===== config.mk =====
export PLATFORM = sky130hd
export DESIGN_NAME = ack_reply_number_parser
export DESIGN_NICKNAME = d
export VERILOG_FILES = /design/src/rtl/core/arnp_pkg.sv /design/src/rtl/core/arnp_step.sv /design/src/rtl/core/ack_reply_number_parser.sv
export SDC_FILE = /design/constraint.sdc
export NUM_CORES = 1
export LEC_CHECK = 0
export BUFFER_PORTS_ARGS = -buffer_cell sky130_fd_sc_hd__buf_2
export CELL_PAD_IN_SITES_DETAIL_PLACEMENT = 0
export CELL_PAD_IN_SITES_GLOBAL_PLACEMENT = 1
export CORE_ASPECT_RATIO = 0.75
export CORE_MARGIN = 2
export CORE_UTILIZATION = 47
export CTS_CLUSTER_SIZE = 25
export DETAILED_ROUTE_END_ITERATION = 7
export HOLD_SLACK_MARGIN = 0.08
export MAX_ROUTING_LAYER = met4
export PLACE_DENSITY = 0.8
export SYNTH_ARGS = -nofsm -noshare
export SYNTH_HDL_FRONTEND = slang
export SYNTH_HIERARCHICAL = 1
export SYNTH_SLANG_ARGS = --single-unit

===== constraint.sdc =====
create_clock -name clk -period 4.2 [get_ports clk]
set_input_delay 0.21 -clock clk [delete_from_list [all_inputs] [get_ports clk]]
set_output_delay 0.21 -clock clk [all_outputs]
set_load 0.05 [all_outputs]

===== src/rtl/core/arnp_pkg.sv =====
// shared types and constants of the ack reply number parser
// no dependencies; used by every module of the block
package arnp_pkg;

    localparam int unsigned BYTE_W   = 8;
    localparam int unsigned VALUE_W  = 27;
    localparam int unsigned DIGITS_W = 3;
    localparam int unsigned STATUS_W = 2;
    localparam int unsigned TDATA_W  = 32;

    // longest integer part accepted before the point
    localparam logic [DIGITS_W-1:0] MAX_INT_DIGITS = 3'd6;

    localparam logic [BYTE_W-1:0] LIMIT_RESET = 8'd20;

    localparam logic [BYTE_W-1:0] CH_HASH  = 8'h23;
    localparam logic [BYTE_W-1:0] CH_A     = 8'h41;
    localparam logic [BYTE_W-1:0] CH_C     = 8'h43;
    localparam logic [BYTE_W-1:0] CH_K     = 8'h4B;
    localparam logic [BYTE_W-1:0] CH_POINT = 8'h2E;
    localparam logic [BYTE_W-1:0] CH_0     = 8'h30;
    localparam logic [BYTE_W-1:0] CH_9     = 8'h39;

    typedef enum logic [2:0] {
        PH_IDLE  = 3'd0,
        PH_HASH1 = 3'd1,
        PH_HASH2 = 3'd2,
        PH_A     = 3'd3,
        PH_C     = 3'd4,
        PH_INT   = 3'd5,
        PH_FRAC0 = 3'd6,
        PH_FRAC1 = 3'd7
    } phase_t;

    typedef enum logic [STATUS_W-1:0] {
        ST_PENDING = 2'd0,
        ST_DONE    = 2'd1,
        ST_FAIL    = 2'd2
    } status_t;

    typedef struct packed {
        phase_t               phase;
        logic [BYTE_W-1:0]    idle_misses;
        logic [VALUE_W-1:0]   accumulator;
        logic [DIGITS_W-1:0]  int_digits;
    } parse_state_t;

endpackage


===== src/rtl/core/arnp_step.sv =====
// combinational parse step: one byte against the current parse state
// depends on arnp_pkg
module arnp_step
(
    input  arnp_pkg::parse_state_t          cur,
    input  logic [arnp_pkg::BYTE_W-1:0]     idle_miss_limit,
    input  logic [arnp_pkg::BYTE_W-1:0]     rx_byte,
    output arnp_pkg::parse_state_t          nxt,
    output arnp_pkg::status_t               status,
    output logic [arnp_pkg::VALUE_W-1:0]    value_hundredths
);

    logic                              is_digit;
    logic [3:0]                        digit;
    logic [arnp_pkg::BYTE_W-1:0]       byte_off;
    logic [arnp_pkg::BYTE_W-1:0]       misses_inc;
    logic [arnp_pkg::VALUE_W-1:0]      acc_x10;

    assign is_digit   = (rx_byte >= arnp_pkg::CH_0) && (rx_byte <= arnp_pkg::CH_9);
    assign byte_off   = rx_byte - arnp_pkg::CH_0;
    assign digit      = byte_off[3:0];
    assign misses_inc = cur.idle_misses + 8'd1;
    // times ten as two shifts plus the new digit, wrapping at the field width
    assign acc_x10    = {cur.accumulator[arnp_pkg::VALUE_W-4:0], 3'b000}
                      + {cur.accumulator[arnp_pkg::VALUE_W-2:0], 1'b0}
                      + {{(arnp_pkg::VALUE_W-4){1'b0}}, digit};

    always_comb
    begin
        logic fail;
        fail             = 1'b0;
        nxt              = cur;
        status           = arnp_pkg::ST_PENDING;
        value_hundredths = '0;

        unique case (cur.phase)
            arnp_pkg::PH_IDLE:
            begin
                if (rx_byte == arnp_pkg::CH_HASH)
                begin
                    nxt.idle_misses = '0;
                    nxt.phase       = arnp_pkg::PH_HASH1;
                end
                else if (misses_inc >= idle_miss_limit)
                begin
                    nxt.idle_misses = '0;
                    status          = arnp_pkg::ST_FAIL;
                end
                else
                begin
                    nxt.idle_misses = misses_inc;
                end
            end
            arnp_pkg::PH_HASH1:
            begin
                if (rx_byte == arnp_pkg::CH_HASH) nxt.phase = arnp_pkg::PH_HASH2;
                else fail = 1'b1;
            end
            arnp_pkg::PH_HASH2:
            begin
                if (rx_byte == arnp_pkg::CH_A) nxt.phase = arnp_pkg::PH_A;
                else fail = 1'b1;
            end
            arnp_pkg::PH_A:
            begin
                if (rx_byte == arnp_pkg::CH_C) nxt.phase = arnp_pkg::PH_C;
                else fail = 1'b1;
            end
            arnp_pkg::PH_C:
            begin
                if (rx_byte == arnp_pkg::CH_K) nxt.phase = arnp_pkg::PH_INT;
                else fail = 1'b1;
            end
            arnp_pkg::PH_INT:
            begin
                if (is_digit && (cur.int_digits < arnp_pkg::MAX_INT_DIGITS))
                begin
                    nxt.accumulator = acc_x10;
                    nxt.int_digits  = cur.int_digits + 3'd1;
                end
                else if (rx_byte == arnp_pkg::CH_POINT)
                    nxt.phase = arnp_pkg::PH_FRAC0;
                else
                    fail = 1'b1;
            end
            arnp_pkg::PH_FRAC0:
            begin
                if (is_digit)
                begin
                    nxt.accumulator = acc_x10;
                    nxt.phase       = arnp_pkg::PH_FRAC1;
                end
                else
                    fail = 1'b1;
            end
            arnp_pkg::PH_FRAC1:
            begin
                if (is_digit)
                begin
                    value_hundredths = acc_x10;
                    status           = arnp_pkg::ST_DONE;
                    nxt.phase        = arnp_pkg::PH_IDLE;
                    nxt.accumulator  = '0;
                    nxt.int_digits   = '0;
                end
                else
                    fail = 1'b1;
            end
            default:
            begin
                fail = 1'b1;
            end
        endcase

        // unexpected byte: restart, the miss count is left alone
        if (fail)
        begin
            status          = arnp_pkg::ST_FAIL;
            nxt.phase       = arnp_pkg::PH_IDLE;
            nxt.accumulator = '0;
            nxt.int_digits  = '0;
        end
    end

endmodule


===== src/rtl/core/ack_reply_number_parser.sv =====
// top level of the ack reply number parser: input register, parse state, result register
// depends on arnp_pkg and arnp_step
//
//  channel | dir | handshake          | payload
//  --------+-----+--------------------+------------------------------------------
//  s_*     | in  | s_tvalid/s_tready  | s_tdata[7:0] rx_byte
//  m_*     | out | m_tvalid/m_tready  | m_tdata[26:0] value_hundredths, m_tuser status
//  cfg_*   | in  | cfg_valid/cfg_ready| cfg_data[7:0] idle_miss_limit
//
//  one word per clock in steady state while m_* does not stall; from s_* acceptance a
//  word goes to the input register, then through the parse step to the result register
//  rst_n clears the parse state, both valid flags and sets the limit to 20
//  a stall on m_* holds the result; one more word waits in the input register,
//  after which s_tready drops until the result is taken
module ack_reply_number_parser
(
    input  logic                            clk,
    input  logic                            rst_n,

    input  logic                            s_tvalid,
    output logic                            s_tready,
    input  logic [7:0]                      s_tdata,    // [7:0] rx_byte

    output logic                            m_tvalid,
    input  logic                            m_tready,
    output logic [arnp_pkg::TDATA_W-1:0]    m_tdata,    // [26:0] value_hundredths, rest zero
    output logic [arnp_pkg::STATUS_W-1:0]   m_tuser,    // [1:0] status

    input  logic                            cfg_valid,
    output logic                            cfg_ready,
    input  logic [7:0]                      cfg_data    // [7:0] idle_miss_limit
);

    // input register
    logic                               in_valid_reg;
    logic [arnp_pkg::BYTE_W-1:0]        in_data_reg;

    // parse state and limit register
    arnp_pkg::parse_state_t             state_reg;
    arnp_pkg::parse_state_t             state_next;
    logic [arnp_pkg::BYTE_W-1:0]        limit_reg;

    // result register
    logic                               out_valid_reg;
    arnp_pkg::status_t                  out_status_reg;
    arnp_pkg::status_t                  status_next;
    logic [arnp_pkg::VALUE_W-1:0]       out_value_reg;
    logic [arnp_pkg::VALUE_W-1:0]       value_next;

    logic                               advance;
    logic                               step_fire;

    // the result slot is free or is being emptied this cycle
    assign advance   = !out_valid_reg || m_tready;
    assign step_fire = in_valid_reg && advance;
    assign s_tready  = !in_valid_reg || advance;
    assign cfg_ready = 1'b1;

    arnp_step u_step
    (
        .cur              (state_reg),
        .idle_miss_limit  (limit_reg),
        .rx_byte          (in_data_reg),
        .nxt              (state_next),
        .status           (status_next),
        .value_hundredths (value_next)
    );

    // control: valid flags, parse state, limit
    always_ff @(posedge clk or negedge rst_n)
    begin
        if (!rst_n)
        begin
            in_valid_reg  <= 1'b0;
            out_valid_reg <= 1'b0;
            state_reg     <= '{phase: arnp_pkg::PH_IDLE, idle_misses: '0,
                               accumulator: '0, int_digits: '0};
            limit_reg     <= arnp_pkg::LIMIT_RESET;
        end
        else
        begin
            if (s_tready)
                in_valid_reg <= s_tvalid;
            if (advance)
                out_valid_reg <= in_valid_reg;
            if (step_fire)
                state_reg <= state_next;
            if (cfg_valid && cfg_ready)
                limit_reg <= cfg_data;
        end
    end

    // payload, no reset
    always_ff @(posedge clk)
    begin
        if (s_tready && s_tvalid)
            in_data_reg <= s_tdata;
        if (step_fire)
        begin
            out_status_reg <= status_next;
            out_value_reg  <= value_next;
        end
    end

    assign m_tvalid = out_valid_reg;
    assign m_tuser  = out_status_reg;
    assign m_tdata  = {{(arnp_pkg::TDATA_W-arnp_pkg::VALUE_W){1'b0}}, out_value_reg};

endmodule


==> reports/metrics.yaml <==
place.gp.congestion: 0.951
grt_pass1_wl_mm: 26.4
numCtsBuffers: 9
leakage_nw: 3.33
nets: 803
r2r_cells: 11
holdPathEnd: "limit_reg[7]"
wl_per_cell_um: 17.7
die_w_um: 140
path_clk_slew_ns: 0.07
worst-endpoint-required_ns: 4.44
final_common_cell: "nor2_1"
largest_register_ffs: 40
rsz0062_at_grt: "no"
globalRouteOverflowTotal: 0
drt_first_pass_iters: 5
slew_headroom: 0.356
dp_hpwl_mm: 11.3
worstSetupPathType: "register to register"
layout_common_cells: "nor2_1 (83), ha_1 (58), buf_2 (51), a21oi_1 (50), nand2_1 (49)"
syn_to_final_growth_pct: 11.7
cts.path.max_buffers: 2
n_antenna_cell: 0
io_buffers: 51
drive_above_1_share: 0.190
fin_crit_ns: 3.35
htreeDepth: 3
period_share: 0.798
min_path_cells: 2
fmax_ghz: 0.298
place_area_um2: 6870
setup_violations: 0
place_inst: 871
end_kind: "register"
initial_core_util: 0.479
tightest_slew_ns: 0.966
hold_viol: 0
rr_startpoint: "in_data_reg[3]"
hold_path.class: "primary input to register"
maxCapViolCount: 0
cts_tree: "done"
grtUsageTotal: 0.230
synth.avg_cell_area_um2: 9.72
min_from: "cfg_data[7]"
r2r_end: "state_reg[23]"
critical_path.max_fanout: 7
power_density_nw_per_um2: 337
cts_root_buf: "clkbuf_16"
synth_warnings: 6
io_pins: 58
syn-cell-area_um2: 6540
grt_max_degree: 51
clk_latency_ns: 0.36
finClkSkew_ns: 0.00937
final_area_um2: 7300
cp.arrival_ns: 3.59
dieArea_um2: 14900
antenna_left: 0
coreArea_um2: 13700
run_status: "completed"
antenna_found_initial: 0
row_count: 37
detail_route.vias_per_cell: 5.84
grt_pass1_vias: 5039
remaining_drc_errors: 0
drt_iter0_drc: 317
cp-start-kind: "register"
stdcell_count: 902
num_vias: 5271
wl_mm: 15.9
synth_cells: 673
rrSetupSlack_ns: 0.85
slew_viol_final: 0
n_fill_cell: 1248
tns_ns: 0
cts_sinks: 87
peakVddDrop_mv: 0.242
fp.dieH_um: 106
-- area by class of cell --
cell class | instances | area, um2 | share of cell area
clock buffers | 10 | 239 | 0.0327
clock inverters | 6 | 45.0 | 0.00617
inverters | 27 | 101 | 0.0139
multi-input cells | 525 | 3880 | 0.532
flip-flops and latches | 87 | 2360 | 0.324
well taps | 175 | 219 | 0.0300
repair buffers | 72 | 450 | 0.0617
-- worst max-delay path by stage --
stage | from | endpoint | slack, ns | cells past startpoint
6_report | in_data_reg[3] | state_reg[23] | 0.85 | 11
5_1_grt | in_data_reg[3] | state_reg[24] | 0.63 | 12
4_1_cts | in_data_reg[3] | state_reg[23] | 0.84 | 11
3_5_place_dp | in_data_reg[3] | state_reg[23] | 0.85 | 11
3_3_place_gp | in_data_reg[3] | state_reg[24] | 0.94 | 12
2_1_floorplan | in_data_reg[3] | state_reg[23] | 1.15 | 11
-- per-stage QoR --
| stage | hold slack [ns] | total power, mW | util | setup WS (ns) |
|---|---|---|---|---|
| floorplan | -0.0856 | 1.54 | - | 1.15 |
| global placement | 0.384 | 1.66 | 0.503 | 0.939 |
| detailed placement | 0.388 | 1.69 | 0.503 | 0.846 |
| CTS | 0.0856 | 2.48 | 0.535 | 0.842 |
| global route | 0.0836 | 2.59 | 0.535 | 0.630 |
| finish | 0.0938 | 2.46 | 0.535 | 0.848 |
-- power breakdown --
part / leakage, nW / internal, mW / switching [mW] / total [mW]
Clock: 0.133 / 0.419 / 0.361 / 0.780
Combinational: 2.17 / 0.258 / 0.375 / 0.633
Sequential: 1.03 / 0.960 / 0.0838 / 1.04
Total: 3.33 / 1.64 / 0.820 / 2.46
-- critical path, cell delays in order, from the launching register on --
cell and delay (ns):
edfxtp_1 0.47, inv_1 0.11, fa_1 0.46, fa_1 0.47, nand2b_1 0.20, a21oi_2 0.21
o21ai_1 0.14, a31oi_4 0.24, a21oi_1 0.11, a2111oi_1 0.42, a211oi_2 0.13, mux2_4 0.28
-- what timing repair did --
action                                 CTS  global route
hold buffers                            15             0
setup buffers                            0             0
gates resized for setup                  0             0
setup endpoints to repair                0             0
endpoints found under the hold margin   62             0
-- layer usage --
layer / wire, um / share of wire / vias up / track usage
li1: - / - / 2542 / -
met1: 8200 / 0.51 / 2576 / 0.335
met2: 6810 / 0.43 / 138 / 0.330
met3: 780 / 0.049 / 15 / 0.0523
met4: 159 / 0.010 / 0 / 0.0476
met5: 0 / 0 / - / -
(Power assumes the default switching activity.)
